[src/rtl/core/afct_pkg.sv]
package afct_pkg;

    localparam int PLANE_COUNT = 6;
    localparam int PLANE_REG_W = 64;
    localparam int CFG_IDX_W   = 3;

    // plane register index
    typedef enum logic [CFG_IDX_W-1:0] {
        PLANE_LEFT   = 3'd0,
        PLANE_RIGHT  = 3'd1,
        PLANE_TOP    = 3'd2,
        PLANE_BOTTOM = 3'd3,
        PLANE_NEAR   = 3'd4,
        PLANE_FAR    = 3'd5
    } t_plane_idx;

    // per-stage load enables handed to the plane units
    typedef struct packed {
        logic mul;
        logic sum;
        logic cmp;
    } t_stage_ld;

endpackage

[src/rtl/core/afct_plane_unit.sv]
module afct_plane_unit #(
    parameter int COORD_BITS       = 24,
    parameter int NORMAL_FRAC_BITS = 11
) (
    input  logic                                      i_clk,
    input  afct_pkg::t_stage_ld                       i_ld,
    input  logic [afct_pkg::PLANE_REG_W-1:0]          i_plane,
    input  logic signed [COORD_BITS+1:0]              i_op_lo [3],
    input  logic signed [COORD_BITS+1:0]              i_op_hi [3],
    output logic                                      o_pass
);
    import afct_pkg::*;

    localparam int NRM_W   = NORMAL_FRAC_BITS + 1;
    localparam int OFS_POS = 3 * NRM_W;
    localparam int OFS_W   = PLANE_REG_W - OFS_POS;
    localparam int OP_W    = COORD_BITS + 2;
    localparam int PROD_W  = NRM_W + OP_W;
    localparam int OFS_T_W = OFS_W + NRM_W;
    localparam int ACC_W   = ((PROD_W > OFS_T_W) ? PROD_W : OFS_T_W) + 3;

    logic signed [NRM_W-1:0]  w_nrm [3];
    logic signed [OP_W-1:0]   w_op  [3];
    logic signed [PROD_W-1:0] w_prod [3];
    logic signed [OFS_W-1:0]  w_ofs;
    logic signed [ACC_W-1:0]  w_sum;

    logic signed [PROD_W-1:0] r_prod [3];
    logic signed [ACC_W-1:0]  r_sum;
    logic                     r_pass;

    // n*(2c) + s*|n| folds to n*(2min+2size) for n >= 0, n*(2min) for n < 0
    always_comb begin
        for (int i = 0; i < 3; i++) begin
            w_nrm[i]  = signed'(i_plane[i*NRM_W +: NRM_W]);
            w_op[i]   = w_nrm[i][NRM_W-1] ? i_op_lo[i] : i_op_hi[i];
            w_prod[i] = PROD_W'(w_nrm[i]) * PROD_W'(w_op[i]);
        end
    end

    assign w_ofs = signed'(i_plane[PLANE_REG_W-1:OFS_POS]);
    assign w_sum = ACC_W'(r_prod[0]) + ACC_W'(r_prod[1]) + ACC_W'(r_prod[2])
                 - (ACC_W'(w_ofs) <<< NRM_W);

    always_ff @(posedge i_clk) begin
        if (i_ld.mul) begin
            for (int i = 0; i < 3; i++) begin
                r_prod[i] <= w_prod[i];
            end
        end
        if (i_ld.sum) begin
            r_sum <= w_sum;
        end
        if (i_ld.cmp) begin
            r_pass <= ~r_sum[ACC_W-1];
        end
    end

    assign o_pass = r_pass;

endmodule

[config.mk]
export PLATFORM = sky130hd
export DESIGN_NAME = afct_plane_unit
export DESIGN_NICKNAME = d
export VERILOG_FILES = /design/src/rtl/core/afct_pkg.sv /design/src/rtl/core/afct_plane_unit.sv
export SDC_FILE = /design/constraint.sdc
export NUM_CORES = 2
export LEC_CHECK = 0
export ABC_CLOCK_PERIOD_IN_PS = 8400
export BUFFER_PORTS_ARGS = -buffer_cell sky130_fd_sc_hd__buf_2
export CORE_ASPECT_RATIO = 0.5
export CORE_MARGIN = 2
export CORE_UTILIZATION = 45
export DETAILED_ROUTE_END_ITERATION = 10
export PLACE_DENSITY = 0.72
export SETUP_SLACK_MARGIN = 0.3
export SYNTH_ARGS = -nofsm -noshare
export SYNTH_HDL_FRONTEND = slang
export SYNTH_SLANG_ARGS = --single-unit
[constraint.sdc]
create_clock -name i_clk -period 8.4 [get_ports i_clk]
set_input_delay 1.68 -clock i_clk [delete_from_list [all_inputs] [get_ports i_clk]]
set_output_delay 1.68 -clock i_clk [all_outputs]
set_load 0.01 [all_outputs]
Yosys cells after proc, flatten, opt, wreduce, memory -nomap -nowiden
Memory sizes are Yosys's and may differ from the RTL's.
Index checks and enable logic that the tools add are counted.
W data, S select, Z words.
- add/subtract/negate cells: 3
- multiply operators: 3
- mux-type cells: 5
- bitwise gates (word level): 1
- operators by type and width (operator ; count):
    $mul A12 B26 Y38 ; 3
    $mux W26 ; 3
    $sub A40 B40 Y41 ; 1
    $add A39 B38 Y40 ; 1
    $add A38 B38 Y39 ; 1
    $mux W1 ; 2
    $not A1 Y1 ; 1
- bits in registers: 44
- RAM bits: 114
- word-level logic and storage cells: 15
- memories: 1
- memories (name ; depth ; bits a word ; read ports ; clocked after memory_dff ; write ports ; RTL line ; RTL):
    r_prod ; 3 ; 38 ; 3 ; 0 ; 3 ; afct_plane_unit.sv:28 ; logic signed [PROD_W-1:0] r_prod [3];

Longest topological paths before layout
- word-level depth: 3
- depth in mapped cells: 25

Worst setup path before layout
OpenSTA, ideal clock, no wires.
- path kind: input -> register
- start: input port i_plane[35] in the netlist's numbering
- end: memory r_prod[0][112] in the netlist's numbering (data pin)
- arrival time: 7.263 ns
- required time: 8.138 ns
- path slack: 0.875 ns
- cell stages on the path: 22
- path buffers: 3
- cells stage by stage: clkbuf_1 buf_1 mux2_2 clkbuf_1 and2_1 fa_1 inv_1 fa_1 inv_1 fa_1 fa_1 inv_1 fa_1 inv_1 ha_1 o21a_1 or2_2 a31oi_1 o21ai_1 a311oi_1 o21bai_1 xor2_1
- RTL lines (element ; RTL line ; RTL):
    from (decl) ; afct_plane_unit.sv:7 ; input logic [afct_pkg::PLANE_REG_W-1:0] i_plane,
    to (decl) ; afct_plane_unit.sv:28 ;

==> flow_metrics.env <==
export IMPL_outcome="finished clean"
export IMPL_hp_class="flop to flop"
export IMPL_layout_setup_ws_ns=0.758
export IMPL_via_per_inst=5.08
export IMPL_async_flop_share_pct=0
export IMPL_routed_wl_mm=93.6
export IMPL_cts_resized=0
export IMPL_layout_nets=5766
export IMPL_cts_root_buf="clkbuf_16"
export IMPL_overflow=0
export IMPL_ant_nets=0
export IMPL_max_slew_margin_rel_pct=30.9
export IMPL_dp_hpwl_mm=79.4
export IMPL_cts_buffers=17
export IMPL_ys_top_cells_by_count="inv_1, fa_1, nand2_1"
export IMPL_dp_cells=5505
export IMPL_layout_drive_gt1_share_pct=8.08
export IMPL_grt_max_degree=84
export IMPL_post_place_ws_ns=0.400
export IMPL_clockBufferDepth=2
export IMPL_hold_buffers=0
export IMPL_rsz0062_at_grt="no"
export IMPL_yosysSeqAreaShare_pct=8.87
export IMPL_cts_htree_levels=4
export IMPL_yosys_area_top_type="fa_1"
export IMPL_finalHoldViolations=0
export IMPL_ys_flop_type="edfxtp_1"
export IMPL_fill_cells=7931
export IMPL_yosysMostFrequentCell="inv_1"
export IMPL_cts_tree="yes"
export IMPL_core_um2=86200
export IMPL_setup_violations=0
export IMPL_drv_cap=0
export IMPL_route_detailed_drc=0
export IMPL_tns_ns=0
export IMPL_netlist_area_um2=39300
export IMPL_clock_latency_ns=0.43
export IMPL_wl_per_cell_um=16.9
export IMPL_die_width_um=422
export IMPL_hold_slack_ns=0.515
export IMPL_cts_clk_slew_worst_paths_ns=0.06
export IMPL_antenna_found_initial=3
export IMPL_track_usage_pct=21.7
export IMPL_synth_avg_cell_area_um2=9.12
export IMPL_fin_cells=5540
export IMPL_fmaxAchievable_mhz=131
export IMPL_period_minus_slack_ns=7.64
export IMPL_ios=225
export IMPL_synth_cell_type_count=67
export IMPL_via_count=28100
export IMPL_die_area_um2=89800
export IMPL_synth_edff_count=116
export IMPL_clock_sinks=116
export IMPL_routabilityCongestion=0.904
export IMPL_grt_pass1_vias=30600
export IMPL_start_kind="input port"
export IMPL_skew_ns=0.00725
export IMPL_drt_iter0_drc=1741
export IMPL_critPathKind="input port to flop"
export IMPL_netlist_top_cells_area="fa_1, inv_1, ha_1, edfxtp_1, nand2_1"
export IMPL_synth_nets=5720
export IMPL_yosysTopAreaCellShare_pct=45.9
export IMPL_tightest_slew_ns=1.04
export IMPL_postSynthCellCount=4308
export IMPL_placement_io_buffers=224
export IMPL_drtPass1Iterations=6
export IMPL_yosys_register_bits=116
export IMPL_end_kind="flop"
export IMPL_start_util_pct=45.5
export IMPL_die_h_um=213
export IMPL_final_max_slew_viol_count=0
export IMPL_rows=76
export IMPL_worstPathArrival_ns=7.86
export IMPL_min_period_over_period_pct=91.0
export IMPL_yosys_warnings=0
export IMPL_postCtsSetupRepairBufs=0
export IMPL_path_max_fanout=18
export IMPL_required_ns=8.61
export IMPL_area_growth_pct=6.38
export IMPL_grt_pass1_wl_mm=156
[routing by layer]
metal / part of all wire (%) / vias up / GRT usage [%]
li1: - / 12800 / -
met1: 41 / 14400 / 28.5
met2: 49 / 840 / 37.4
met3: 6.6 / 166 / 3.48
met4: 2.9 / 0 / 6.44
met5: 0 / - / 0
[metrics by stage]
step	instance area [um^2]	utilization [%]
6_report	41800	48.4
5_1_grt	41800	48.4
4_1_cts	41800	48.4
3_5_place_dp	41100	47.7
3_3_place_gp	41100	47.7
2_1_floorplan	39300	-
[cell type report]
| type | count | area, um^2 | area share [%] |
|---|---|---|---|
| Inverter | 1141 | 4280 | 10.3 |
| Timing Repair Buffer | 229 | 1160 | 2.78 |
| Clock buffer | 17 | 425 | 1.02 |
| Multi-Input combinational cell | 2849 | 30700 | 73.6 |
| Clock inverter | 15 | 218 | 0.521 |
| Sequential cell | 116 | 3480 | 8.34 |
| Tap cell | 1170 | 1460 | 3.50 |
| Antenna cell | 3 | 7.51 | 0.0180 |
[kinds of logic (layout without fill, tap and decap cells)]
logic type,after synthesis,after routing,share of synthesized area (%)
buffers and inverters,1343,1402,12.9
adders and majority gates,1188,1188,55.1
and+or+nand+nor,1169,1169,13.4
AOI/OAI and AO/OA,306,306,5.11
DFF,116,116,8.87
xor gates and xnor gates,105,105,2.34
muxes,81,81,2.31
other,0,3,0
[registers in the layout, summed over array words and instances (netlist names)]
signal  cells
o_pass      1
r_sum       1
r_prod    114
[worst paths after layout]
| check | from | endpoint | slack [ns] | cells past startpoint |
|---|---|---|---|---|
| worst min-delay path | r_sum[41] | o_pass | 0.51 | 1 |
| worst max register to register | r_prod[0][43] | r_sum[41] | 4.61 | 12 |
| worst max-delay path | i_plane[11] | r_prod[0][35] | 0.76 | 20 |
| worst min register to register | r_sum[41] | o_pass | 0.51 | 1 |
[layout by cell type (no fill, tap or decap), types with 16 or more instances in the layout]
master and count:
ha_1 288, nor3_1 20, a21oi_1 86, xor2_1 31, o21ai_0 49, inv_1 1141
xnor2_1 74, fa_1 900, mux2_2 78, nor2b_1 20, and2_1 225, clkbuf_16 17
nand4_1 16, nand2_1 685, nand2b_1 23, a21o_1 43, nor2_1 124, o21a_1 19
buf_2 223, edfxtp_1 116, nand3_1 19
[critical path: stages]
cell and delay (ns):
buf_2 0.29, buf_4 0.32, mux2_2 0.48, and2_1 0.21
fa_1 0.49, fa_1 0.52, inv_1 0.06, fa_1 0.48
fa_1 0.43, fa_1 0.52, inv_1 0.04, ha_1 0.41
a211oi_1 0.40, o21ai_0 0.18, o221ai_1 0.19, o22ai_1 0.13
a211oi_1 0.36, nor2b_1 0.25, o21bai_1 0.10, xor2_1 0.31
Power is not shown: default switching activity piles up to over one toggle a cycle in this logic, so the estimate is an artifact.
